==> src/design/pwlt_pkg.sv <==
// Shared types and constants for the pulse-width line transmitter.
// Holds operation codes, register indexes, register reset values and field widths.
// No dependencies.
`default_nettype none

package pwlt_pkg;

   // Operation carried with each input item
   typedef enum logic [1:0] {
      OP_TICK  = 2'd0,
      OP_WRITE = 2'd1,
      OP_START = 2'd2
   } op_type;

   // Configuration register indexes
   typedef enum logic [2:0] {
      REG_SYNC_LOW  = 3'd0,
      REG_SYNC_HIGH = 3'd1,
      REG_ONE_LOW   = 3'd2,
      REG_ONE_HIGH  = 3'd3,
      REG_ZERO_LOW  = 3'd4,
      REG_ZERO_HIGH = 3'd5,
      REG_STOP_LOW  = 3'd6
   } reg_index_type;

   localparam int unsigned TICKS_W  = 16;
   localparam int unsigned SLOT_W   = 4;
   localparam int unsigned BYTE_W   = 8;
   localparam int unsigned LENGTH_W = 5;
   localparam int unsigned INDEX_W  = 3;

   typedef logic [TICKS_W-1:0] ticks_type;

   // Register values after reset
   localparam ticks_type SYNC_LOW_RESET  = 16'd40000;
   localparam ticks_type SYNC_HIGH_RESET = 16'd2000;
   localparam ticks_type ONE_LOW_RESET   = 16'd2000;
   localparam ticks_type ONE_HIGH_RESET  = 16'd4000;
   localparam ticks_type ZERO_LOW_RESET  = 16'd4000;
   localparam ticks_type ZERO_HIGH_RESET = 16'd2000;
   localparam ticks_type STOP_LOW_RESET  = 16'd10000;

   // Result fields of one item
   typedef struct packed {
      logic frame_done;
      logic busy_res;
      logic line_level;
   } result_type;

   // A programmed length of zero counts as one tick
   function automatic ticks_type span_len(input ticks_type value);
      span_len = (value == '0) ? ticks_type'(1) : value;
   endfunction

endpackage

`default_nettype wire

==> src/design/pulse_width_line_transmitter_top.sv <==
// Top level of the pulse-width line transmitter: frame buffer, symbol sequencer,
// configuration registers and result register with skid stage.
// Depends on pwlt_pkg.
`default_nettype none

// The block takes one item per clock while req_tready is high: a tick, a frame byte
// write or a frame start (req_tuser). Each accepted item yields exactly one result
// item, the line level and busy flag after that step, with rsp_tlast high on the
// tick that ends the stop span and releases the line. Every item passes through one
// combinational step between the state registers and the result register, so items
// may arrive back to back; a skid register behind the result register keeps
// req_tready high while one result waits on rsp_tready. The frame buffer is a small
// memory with a registered read port that fetches the byte of the next bit ahead of
// use, so byte writes and starts are only honored while idle. Span lengths are
// sampled from the csr registers when a span begins; write them only while idle.
module pulse_width_line_transmitter_top #(
   parameter int unsigned FRAME_BYTES = 16
) (
   input  wire logic        clock,
   input  wire logic        reset,
   // input item channel
   input  wire logic        req_tvalid,
   output logic             req_tready,
   input  wire logic [23:0] req_tdata,   // [3:0] byte_slot, [11:4] byte_value,
                                         // [16:12] frame_length, [23:17] zero
   input  wire logic [1:0]  req_tuser,   // [1:0] operation
   // result channel
   output logic             rsp_tvalid,
   input  wire logic        rsp_tready,
   output logic [7:0]       rsp_tdata,   // [0] line_level, [1] busy_res, [7:2] zero
   output logic             rsp_tlast,   // frame_done
   // configuration write channel
   input  wire logic        csr_valid,
   output logic             csr_ready,
   input  wire logic [2:0]  csr_index,
   input  wire logic [15:0] csr_data
);

   localparam int unsigned AW        = (FRAME_BYTES > 1) ? $clog2(FRAME_BYTES) : 1;
   localparam int unsigned MEM_DEPTH = 1 << AW;
   localparam int unsigned POS_W     = $clog2(8 * FRAME_BYTES + 1);
   localparam logic [8:0]  FrameBytesW = 9'(FRAME_BYTES);

   typedef enum logic [2:0] {
      PH_IDLE      = 3'd0,
      PH_SYNC_LOW  = 3'd1,
      PH_SYNC_HIGH = 3'd2,
      PH_BIT_LOW   = 3'd3,
      PH_BIT_HIGH  = 3'd4,
      PH_STOP_LOW  = 3'd5
   } phase_type;

   // configuration registers
   pwlt_pkg::ticks_type sync_low_ff, sync_high_ff, one_low_ff, one_high_ff;
   pwlt_pkg::ticks_type zero_low_ff, zero_high_ff, stop_low_ff;

   // sequencer state
   phase_type           phase_ff, phase_in;
   pwlt_pkg::ticks_type ticks_ff, ticks_in;
   logic [POS_W-1:0]    next_pos_ff, next_pos_in;
   logic [POS_W-1:0]    total_ff, total_in;
   logic                bit_ff, bit_in;
   logic                line_ff, line_in;
   logic                done;

   // frame buffer
   logic [7:0]          mem [MEM_DEPTH];
   logic [7:0]          rd_data_ff;
   logic                mem_we;
   logic [AW-1:0]       mem_waddr;

   // result register and skid stage
   logic                out_valid_ff, out_valid_in;
   pwlt_pkg::result_type out_ff, out_in;
   logic                skid_valid_ff, skid_valid_in;
   pwlt_pkg::result_type skid_ff, skid_in;

   logic                req_accept;
   logic                rsp_accept;
   pwlt_pkg::op_type    op;
   logic [3:0]          slot;
   logic [7:0]          byte_value;
   logic [4:0]          frame_length;
   logic [8:0]          eff_len;
   pwlt_pkg::ticks_type ticks_dec;
   pwlt_pkg::result_type result;

   assign req_tready   = !skid_valid_ff;
   assign req_accept   = req_tvalid && req_tready;
   assign rsp_accept   = out_valid_ff && rsp_tready;
   assign csr_ready    = 1'b1;

   assign op           = pwlt_pkg::op_type'(req_tuser);
   assign slot         = req_tdata[3:0];
   assign byte_value   = req_tdata[11:4];
   assign frame_length = req_tdata[16:12];

   // clamp the frame length to the buffer size
   assign eff_len   = (9'(frame_length) > FrameBytesW) ? FrameBytesW : 9'(frame_length);
   assign ticks_dec = (ticks_ff != '0) ? ticks_ff - 1'b1 : ticks_ff;
   assign mem_waddr = AW'(slot);

   // advance the sequencer for one accepted item
   always_comb begin
      phase_in    = phase_ff;
      ticks_in    = ticks_ff;
      next_pos_in = next_pos_ff;
      total_in    = total_ff;
      bit_in      = bit_ff;
      line_in     = line_ff;
      done        = 1'b0;
      mem_we      = 1'b0;
      if (req_accept) begin
         unique case (op)
            pwlt_pkg::OP_WRITE: begin
               mem_we = (phase_ff == PH_IDLE) && (9'(slot) < FrameBytesW);
            end
            pwlt_pkg::OP_START: begin
               if (phase_ff == PH_IDLE) begin
                  total_in    = POS_W'({eff_len, 3'b000});
                  next_pos_in = '0;
                  bit_in      = 1'b0;
                  line_in     = 1'b0;
                  ticks_in    = pwlt_pkg::span_len(sync_low_ff);
                  phase_in    = PH_SYNC_LOW;
               end
            end
            pwlt_pkg::OP_TICK: begin
               if (phase_ff != PH_IDLE) begin
                  ticks_in = ticks_dec;
                  if (ticks_dec == '0) begin
                     unique case (phase_ff)
                        PH_SYNC_LOW: begin
                           line_in  = 1'b1;
                           ticks_in = pwlt_pkg::span_len(sync_high_ff);
                           phase_in = PH_SYNC_HIGH;
                        end
                        PH_BIT_LOW: begin
                           line_in  = 1'b1;
                           ticks_in = pwlt_pkg::span_len(bit_ff ? one_high_ff : zero_high_ff);
                           phase_in = PH_BIT_HIGH;
                        end
                        PH_SYNC_HIGH, PH_BIT_HIGH: begin
                           line_in = 1'b0;
                           if (next_pos_ff >= total_ff) begin
                              ticks_in = pwlt_pkg::span_len(stop_low_ff);
                              phase_in = PH_STOP_LOW;
                           end else begin
                              bit_in      = rd_data_ff[~next_pos_ff[2:0]];
                              ticks_in    = pwlt_pkg::span_len(
                                               bit_in ? one_low_ff : zero_low_ff);
                              next_pos_in = next_pos_ff + 1'b1;
                              phase_in    = PH_BIT_LOW;
                           end
                        end
                        PH_STOP_LOW: begin
                           line_in  = 1'b1;
                           phase_in = PH_IDLE;
                           done     = 1'b1;
                        end
                        default: begin
                           line_in  = 1'b1;
                           phase_in = PH_IDLE;
                        end
                     endcase
                  end
               end
            end
            default: ;
         endcase
      end
   end

   assign result = '{frame_done: done,
                     busy_res:   (phase_in != PH_IDLE),
                     line_level: line_in};

   // route results through the output register and skid stage
   always_comb begin
      out_valid_in  = out_valid_ff;
      out_in        = out_ff;
      skid_valid_in = skid_valid_ff;
      skid_in       = skid_ff;
      if (rsp_accept) begin
         if (skid_valid_ff) begin
            out_in        = skid_ff;
            skid_valid_in = 1'b0;
         end else if (req_accept) begin
            out_in = result;
         end else begin
            out_valid_in = 1'b0;
         end
      end else if (req_accept) begin
         if (out_valid_ff) begin
            skid_in       = result;
            skid_valid_in = 1'b1;
         end else begin
            out_in       = result;
            out_valid_in = 1'b1;
         end
      end
   end

   // hold sequencer, configuration and handshake state
   always_ff @(posedge clock) begin
      if (reset) begin
         phase_ff      <= PH_IDLE;
         ticks_ff      <= '0;
         next_pos_ff   <= '0;
         total_ff      <= '0;
         bit_ff        <= 1'b0;
         line_ff       <= 1'b1;
         out_valid_ff  <= 1'b0;
         skid_valid_ff <= 1'b0;
         sync_low_ff   <= pwlt_pkg::SYNC_LOW_RESET;
         sync_high_ff  <= pwlt_pkg::SYNC_HIGH_RESET;
         one_low_ff    <= pwlt_pkg::ONE_LOW_RESET;
         one_high_ff   <= pwlt_pkg::ONE_HIGH_RESET;
         zero_low_ff   <= pwlt_pkg::ZERO_LOW_RESET;
         zero_high_ff  <= pwlt_pkg::ZERO_HIGH_RESET;
         stop_low_ff   <= pwlt_pkg::STOP_LOW_RESET;
      end else begin
         phase_ff      <= phase_in;
         ticks_ff      <= ticks_in;
         next_pos_ff   <= next_pos_in;
         total_ff      <= total_in;
         bit_ff        <= bit_in;
         line_ff       <= line_in;
         out_valid_ff  <= out_valid_in;
         skid_valid_ff <= skid_valid_in;
         if (csr_valid && csr_ready) begin
            unique case (pwlt_pkg::reg_index_type'(csr_index))
               pwlt_pkg::REG_SYNC_LOW:  sync_low_ff  <= csr_data;
               pwlt_pkg::REG_SYNC_HIGH: sync_high_ff <= csr_data;
               pwlt_pkg::REG_ONE_LOW:   one_low_ff   <= csr_data;
               pwlt_pkg::REG_ONE_HIGH:  one_high_ff  <= csr_data;
               pwlt_pkg::REG_ZERO_LOW:  zero_low_ff  <= csr_data;
               pwlt_pkg::REG_ZERO_HIGH: zero_high_ff <= csr_data;
               pwlt_pkg::REG_STOP_LOW:  stop_low_ff  <= csr_data;
               default: ;
            endcase
         end
      end
   end

   // hold result payloads
   always_ff @(posedge clock) begin
      out_ff  <= out_in;
      skid_ff <= skid_in;
   end

   // write the frame buffer and fetch the byte of the next bit ahead of use
   always_ff @(posedge clock) begin
      if (mem_we) begin
         mem[mem_waddr] <= byte_value;
      end
      rd_data_ff <= mem[next_pos_ff[AW+2:3]];
   end

   assign rsp_tvalid = out_valid_ff;
   assign rsp_tdata  = {6'b000000, out_ff.busy_res, out_ff.line_level};
   assign rsp_tlast  = out_ff.frame_done;

`ifndef SYNTHESIS
   // line is only driven low while a frame is in progress
   a_low_only_busy: assert property (@(posedge clock) disable iff (reset)
      (phase_ff == PH_IDLE) |-> line_ff)
      else $error("line low while idle");

   // an active span always has ticks left to count
   a_ticks_nonzero: assert property (@(posedge clock) disable iff (reset)
      (phase_ff != PH_IDLE) |-> (ticks_ff != '0))
      else $error("active span with zero ticks");

   // a held result must stand behind a valid output register
   a_skid_order: assert property (@(posedge clock) disable iff (reset)
      skid_valid_ff |-> out_valid_ff)
      else $error("skid holds a result without output register");

   // a start taken while idle opens the sync low span
   a_start_sync: assert property (@(posedge clock) disable iff (reset)
      (req_accept && (op == pwlt_pkg::OP_START) && (phase_ff == PH_IDLE))
      |=> ((phase_ff == PH_SYNC_LOW) && !line_ff))
      else $error("start did not open sync low");

   // a frame end result reports the released line and idle state
   a_done_released: assert property (@(posedge clock) disable iff (reset)
      (out_valid_ff && out_ff.frame_done) |-> (out_ff.line_level && !out_ff.busy_res))
      else $error("frame end with line not released");
`endif

endmodule

`default_nettype wire

==> config.mk <==
export PLATFORM = sky130hd
export DESIGN_NAME = pulse_width_line_transmitter_top
export DESIGN_NICKNAME = d
export VERILOG_FILES = /design/src/design/pwlt_pkg.sv /design/src/design/pulse_width_line_transmitter_top.sv
export SDC_FILE = /design/constraint.sdc
export NUM_CORES = 1
export LEC_CHECK = 0
export BUFFER_PORTS_ARGS = -buffer_cell sky130_fd_sc_hd__buf_2
export CAP_MARGIN = 10
export CORE_AREA = 2 2 211 213
export CTS_CLUSTER_SIZE = 40
export DETAILED_ROUTE_END_ITERATION = 10
export DIE_AREA = 0 0 213 215
export REMOVE_ABC_BUFFERS = 1
export SLEW_MARGIN = 20
export SYNTH_ARGS = -nofsm -noshare
export SYNTH_HDL_FRONTEND = slang
export SYNTH_SLANG_ARGS = --single-unit
==> constraint.sdc <==
create_clock -name clock -period 6 [get_ports clock]
set_input_delay 1.2 -clock clock [delete_from_list [all_inputs] [get_ports clock]]
set_output_delay 1.2 -clock clock [all_outputs]
set_load 0.1 [all_outputs]
; Word-level counts from Yosys, hierarchy flattened
; Memories as Yosys holds them, arrays and structs flattened. A register that Yosys moved wholly into a read port is not among the register bits.
; Index checks and enable logic that the tools add are counted.
[word_totals]
reg_bits = 154
ram_bits = 128
inputBits = 50
out_inout_bits = 12
wordCells = 143
mem_count = 1
[op_classes]
n_addsub = 2
magnitude_cmp = 3
n_eq_ne = 21
n_mux = 59
n_bitwise = 2
n_reduce_logical = 34
[memory_table]
columns = name, words, word_bits, rd, rd_clocked_by_memory_dff, write_ports, line_no
row1 = mem, 16, 8, 1, 1, 1, pulse_width_line_transmitter_top.sv:67  ; logic [7:0] mem [MEM_DEPTH];
[ops]
columns = op, n
row1 = 16-bit 2-to-1 mux, 12
row2 = 16-bit logical NOT, 6
row3 = 16-bit one-hot mux with 3 select lines, 1
row4 = 8-bit 2-to-1 mux, 5
row5 = 16-bit one-hot mux with 2 select lines, 1
row6 = 3-bit 2-to-1 mux, 10
row7 = 1-bit 2-to-1 mux, 23
row8 = 8-bit one-hot mux with 2 select lines, 1
row9 = 2-bit AND reduction, 8
row10 = 16-bit nonzero test, 1
row11 = 16-bit by 1-bit subtractor with 16-bit output (second input constant), 1
row12 = 3-bit == test (second input constant), 5
row13 = 2-bit inequality test (second input constant), 7
row14 = 3-bit by 2-bit == test with 1-bit output (second input constant), 4
row15 = 3-bit AND reduction, 4
row16 = 3-bit one-hot mux with 3 select lines, 1
row17 = 8-bit by 1-bit adder with 8-bit output (second input constant), 1
row18 = 8-bit greater-or-equal comparator, 1
row19 = 7-bit AND reduction, 1
row20 = 3-bit by 1-bit == test with 1-bit output (second input constant), 2
row21 = 3-bit logical NOT, 2
row22 = 3-bit one-hot mux with 2 select lines, 1
row23 = 2-bit nonzero test, 3
row24 = 3-bit nonzero test, 2
row25 = other kinds (15), 18

; Longest topological paths before layout
[logic_depth]
depth_word = 11
depth_mapped = 12
depth_no_buf = 9

; Least setup slack after synthesis
; OpenSTA, ideal clock, no wires.
[synth_timing]
path_type = flip-flop to flip-flop
startpoint = register next_pos_ff[3]
endpoint = register ticks_ff[15]
setup_time_ns = 0.112
t_arrival_ns = 3.595
required_time_ns = 5.888
path_slack_ns = 2.293
stages_incl_launch_ff = 11
path_buffers = 2
period_less_slack_ns = 3.707
path_cell_list = dfxtp_1 -> clkbuf_1 -> clkbuf_1 -> inv_1 -> ha_1 -> and4b_1 -> o31ai_1 -> nor4b_1 -> a221o_1 -> a211oi_1 -> a2111oi_1
[synth_via]
elab_chain_len = 6
[synth_rtl]
columns = element, line_no
row1 = "start, declared", pulse_width_line_transmitter_top.sv:60  ; logic [POS_W-1:0] next_pos_ff, next_pos_in;
row2 = "start signal, assigned", pulse_width_line_transmitter_top.sv:225  ; next_pos_ff <= next_pos_in;
row3 = 8-bit greater-or-equal comparator, pulse_width_line_transmitter_top.sv:145  ; if (next_pos_ff >= total_ff) begin
row4 = 16-bit 2-to-1 mux, pulse_width_line_transmitter_top.sv:145
row5 = 16-bit one-hot mux with 3 select lines, pulse_width_line_transmitter_top.sv:132  ; unique case (phase_ff)
row6 = 16-bit 2-to-1 mux, pulse_width_line_transmitter_top.sv:131  ; if (ticks_dec == '0) begin
row7 = 16-bit 2-to-1 mux, pulse_width_line_transmitter_top.sv:129  ; if (phase_ff != PH_IDLE) begin
row8 = 16-bit one-hot mux with 2 select lines, pulse_width_line_transmitter_top.sv:114  ; unique case (op)
row9 = "end signal, assigned", pulse_width_line_transmitter_top.sv:224  ; ticks_ff <= ticks_in;
row10 = "end, declared", pulse_width_line_transmitter_top.sv:59  ; pwlt_pkg::ticks_type ticks_ff, ticks_in;
; No other way between the ends. The select of a mux whose other input is x is not followed.
; A chain may end at the register's enable or synchronous reset.

; Worst setup path after layout
[layout_timing]
startpoint = register ticks_ff[0]
endpoint = register ticks_ff[15]
[layout_via]
elab_chain_len = 6
word_cells_on_any_way = 8
cone_classes = 1 x add/sub / 5 x mux / 2 x reduce/logical
[layout_rtl]
columns = element, line_no
row1 = 16-bit by 1-bit subtractor with 16-bit output / 16-bit nonzero test (equally long branches), pulse_width_line_transmitter_top.sv:100  ; assign ticks_dec = (ticks_ff != '0) ? ticks_ff - 1'b1 : ticks_ff;
row2 = 16-bit 2-to-1 mux (*), pulse_width_line_transmitter_top.sv:100
row3 = 16-bit logical NOT / 16-bit one-hot mux with 3 select lines (equally long branches), "pulse_width_line_transmitter_top.sv:131, pulse_width_line_transmitter_top.sv:132"
row4 = 16-bit 2-to-1 mux (*), pulse_width_line_transmitter_top.sv:131
row5 = 16-bit 2-to-1 mux (*), pulse_width_line_transmitter_top.sv:129
row6 = 16-bit one-hot mux with 2 select lines (*), pulse_width_line_transmitter_top.sv:114
; Every way passes the cells marked *; elsewhere a longest branch is shown, timed or not. The select of a mux whose other input is x is not followed.

==> tab_implementation.tex <==
\begin{tabular}{lr}
\hline
Metric & Value \\
\hline
\multicolumn{2}{l}{\textbf{Timing}} \\
Max Transition Viols Final & 0 \\
Final setup slack of the worst path & 2125 ps \\
Setup TNS & 0 ps \\
Final hold slack & 468.3 ps \\
Normalized max-slew margin & 26.14\% \\
Final period utilization & 64.58\% \\
Actual transition at the worst max-transition pin & 1104 ps \\
Setup repair after global routing missed its margin & no \\
Highest achievable clock rate & 258.1 MHz \\
Final number of setup-violating endpoints & 0 \\
Post-layout minimum cycle time & 3875 ps \\
Number of hold violations in the final report & 0 \\
Max Clock Skew & 23.02 ps \\
\multicolumn{2}{l}{\textbf{Placed design}} \\
Worst slack, placed & 2004 ps \\
Cell count after placement & 1808 \\
Routability Congestion & 0.8649 \\
Number of buffer cells added on primary ports & 47 \\
HPWL after detailed placement & 23060 µm \\
\multicolumn{2}{l}{\textbf{Global routing}} \\
Met1 Use GR & 19.12\% \\
Grt peak-use layer & met2 \\
Overall fraction of global-route tracks in use & 14.46\% \\
Met2 routing resource usage after global routing & 24.00\% \\
Remaining global-route overflow & 0 \\
Number of global-route vias before repair & 9238 \\
Fraction of met3 tracks used by global routing & 2.470\% \\
Initial antenna violation count & 3 \\
Maximum number of pins on one net before global-route repair & 51 \\
First-pass GRT wire length & 52140 µm \\
\multicolumn{2}{l}{\textbf{Clock tree}} \\
CTS HTree Levels & 2 \\
Total clock buffers created by CTS & 34 \\
CTS sink count & 290 \\
Post-cts hold buffer count & 0 \\
Setup fix buffers added after clock tree synthesis & 0 \\
TritonCTS clock tree & built \\
Clock transition at the registers of the reported paths & 60 ps \\
Maximum count of clock buffers along a single path & 3 \\
Root buffer selected by CTS & sky130\_fd\_sc\_hd\_\_clkbuf\_16 \\
Clock latency at the later pin of the worst-skew pair & 530 ps \\
Post-CTS Resized & 0 \\
\multicolumn{2}{l}{\textbf{Finish}} \\
Most frequent cells in the layout & sky130\_fd\_sc\_hd\_\_nand2\_1, sky130\_fd\_sc\_hd\_\_dfxtp\_1, sky130\_fd\_sc\_hd\_\_edfxtp\_1, sky130\_fd\_sc\_hd\_\_a21oi\_1, sky130\_fd\_sc\_hd\_\_nor2\_1 \\
Area overhead of the layout relative to synthesis & 14.48\% \\
Cell Count, Final, Fillers Out & 1866 \\
Filler Cell Count & 4322 \\
Layout cells sized above 1 & 14.77\% \\
Leading cell type in the layout, fill and taps excluded & sky130\_fd\_sc\_hd\_\_nand2\_1 \\
Net count of the finished layout & 1312 \\
\multicolumn{2}{l}{\textbf{Synth}} \\
Most common flop cell mapped by yosys & sky130\_fd\_sc\_hd\_\_dfxtp\_1 \\
Compound-gate portion of the synthesized area & 9.844\% \\
Sequential element share of the synthesized area & 55.07\% \\
EDFF count, synth & 134 \\
Share of cell area taken by muxes after synthesis & 9.969\% \\
Post-synthesis xor/xnor area fraction & 0.7424\% \\
Number of warnings issued by yosys & 0 \\
Flip-flop and latch count after synthesis & 290 \\
Distinct cell type count of the synthesized netlist & 73 \\
Combinational family with the most area after synthesis & simple AND/OR/NAND/NOR gates \\
Synth Area in Adders & 0.9641\% \\
Post-Synthesis Cell Area & 0.01298 mm² \\
Avg Synthesized Cell Area & 10.58 µm² \\
Synthesized instance count & 1227 \\
Post-synthesis share of cell area spent on and, or, nand and nor gates & 20.06\% \\
Proportion of register bits with asynchronous set or reset after synthesis & 0\% \\
\multicolumn{2}{l}{\textbf{Routing}} \\
DR WL/cell & 17.82 µm \\
Remaining routing DRC violations & 0 \\
Number of antenna-violating nets in the routed design & 0 \\
Length of the first detailed-routing pass in iterations & 6 \\
Routed via count & 9557 \\
Number of DRC violations after detailed-routing iteration 0 & 817 \\
Via count normalized by instance count & 5.122 \\
Drt total wl & 33250 µm \\
\multicolumn{2}{l}{\textbf{Floorplanning}} \\
Number of core rows & 77 \\
Core region area & 0.04364 mm² \\
DIE AREA & 0.04580 mm² \\
Die Y & 215 µm \\
Boundary pin count & 62 \\
Effective utilization at floorplan & 29.74\% \\
Chip Width & 213 µm \\
\multicolumn{2}{l}{\textbf{Power and ir drop}} \\
Total leakage power & 0.004985 µW \\
Internal power consumption & 3457 µW \\
Cell Pwr Density & 307.4 mW/mm² \\
Relative contribution of the clock network to total power & 44.9\% \\
Sequential power share & 46.8\% \\
Total net switching power & 1109 µW \\
Part of the power in combinational logic & 8.4\% \\
Overall power consumption & 4566 µW \\
Worst IR drop on VDD & 0.0002286 V \\
Switching part of the total & 24.29\% \\
\multicolumn{2}{l}{\textbf{Worst setup path}} \\
Worst setup path category & register to register \\
Capturing element type of the critical path & register \\
Worst endpoint data arrival time & 4270 ps \\
Data required time at the worst endpoint & 6400 ps \\
Startpoint type of the worst setup path & register \\
Largest fanout on the critical path & 16 \\
Number of cells on the worst reg-to-reg path & 9 \\
\multicolumn{2}{l}{\textbf{Flow run}} \\
Max\_cap viols & 0 \\
\multicolumn{2}{l}{\textbf{Min path}} \\
Worst Hold Path Cells & 2 \\
Hold/Removal Path Class & register to register \\
\multicolumn{2}{l}{\textbf{Run status}} \\
Result of the run & complete, no violations \\
\hline
\end{tabular}
state kept, by name, summed over array words and instances (netlist names), 2 cells and up:
register,flops
skid_ff,3
sync_high_ff,16
one_high_ff,16
next_pos_ff,8
phase_ff,3
zero_low_ff,16
sync_low_ff,16
rsp_tdata,2
stop_low_ff,16
rd_data_ff,8
zero_high_ff,16
one_low_ff,16
ticks_ff,16
mem,128
total_ff,5
final cells by class:
| class | count | area [µm²] | share of cell area, % |
|---|---|---|---|
| flip-flops and latches | 290 | 7148 | 48.11 |
| multi-input cells | 847 | 5448 | 36.67 |
| clock buffers | 47 | 991.0 | 6.670 |
| well taps | 592 | 740.7 | 4.986 |
| repair buffers | 59 | 327.8 | 2.207 |
| clock inverters | 10 | 123.9 | 0.8338 |
| inverters | 20 | 75.07 | 0.5053 |
| diodes | 1 | 2.502 | 0.01684 |
power groups by stage:
stage	clock network, µW	logic, µW	registers (µW)
after floorplan	0	234	2190
after global placement	0	371	2180
after detailed placement	0	379	2180
after CTS	2090	381	2140
after global routing	2170	416	2140
final	2050	381	2140
per-layer routing:
layer / part of all wire, % / wire [µm]
met2: 49 / 16290
met4: 2.4 / 802
met3: 5.0 / 1677
met5: 0 / 0
met1: 44 / 14470
stage by stage:
stage | cell area [µm²] | util [%]
floorplan | 12640 | -
global placement | 13720 | 31.45
detailed placement | 13730 | 31.45
CTS | 14840 | 34.01
global route | 14850 | 34.04
finish | 14860 | 34.04
critical path, stage by stage (launching register included):
cell and delay (ps):
sky130_fd_sc_hd__dfxtp_1 350, sky130_fd_sc_hd__inv_1 140, sky130_fd_sc_hd__ha_1 230, sky130_fd_sc_hd__nor4b_1 540
sky130_fd_sc_hd__nand4_2 360, sky130_fd_sc_hd__mux2i_1 290, sky130_fd_sc_hd__nand4_2 290, sky130_fd_sc_hd__nor4_4 1010
sky130_fd_sc_hd__a211oi_1 160, sky130_fd_sc_hd__a2111oi_1 360
synth_stat cells, drive strengths merged, types with 4 or more instances:
cell type | number | area share (%)
and3 | 7 | 0.34
o211ai | 5 | 0.29
xor2 | 6 | 0.40
dfxtp | 156 | 24
nand3 | 54 | 2.1
nand2 | 267 | 7.7
ha | 10 | 0.96
a22oi | 5 | 0.29
nor2b | 4 | 0.19
and2 | 4 | 0.19
and4 | 4 | 0.27
or4 | 10 | 0.64
a221o | 12 | 0.93
o31ai | 6 | 0.35
edfxtp | 134 | 31
nor3b | 5 | 0.29
xnor2 | 5 | 0.34
buf | 23 | 1.2
o21ai | 25 | 0.96
nor3 | 30 | 1.2
a31oi | 8 | 0.39
mux2 | 8 | 0.72
inv | 20 | 0.58
or2 | 4 | 0.19
mux2i | 25 | 2.0
a211oi | 7 | 0.40
mux4 | 42 | 7.3
o22ai | 5 | 0.24
nor4b | 6 | 0.40
clkbuf | 52 | 1.5
or4b | 5 | 0.39
or3 | 8 | 0.39
nand4 | 6 | 0.39
nand2b | 11 | 0.55
a21oi | 102 | 3.9
nor2 | 67 | 1.9
nor4 | 40 | 2.3
final timing paths:
check             slack [ps]                     endpoint                         from
setup reg to reg        2130    ticks_ff[15]$_SDFFE_PP0P_     ticks_ff[0]$_SDFFE_PP0P_
hold reg to reg          470  one_high_ff[6]$_SDFFE_PP0P_  one_high_ff[6]$_SDFFE_PP0P_
hold / removal           470  one_high_ff[6]$_SDFFE_PP0P_  one_high_ff[6]$_SDFFE_PP0P_
setup / recovery        2130    ticks_ff[15]$_SDFFE_PP0P_     ticks_ff[0]$_SDFFE_PP0P_
logic make-up after synthesis:
| group | after synthesis |
|---|---|
| AO/OA/AOI/OAI | 203 |
| XOR/XNOR | 11 |
| adder cells (fa/ha/maj) | 10 |
| buffers and inverters | 95 |
| flip-flops | 290 |
| multiplexers | 75 |
| other | 2 |
| AND/OR/NAND/NOR | 541 |
No activity file was read; power rests on OpenSTA's default activity.
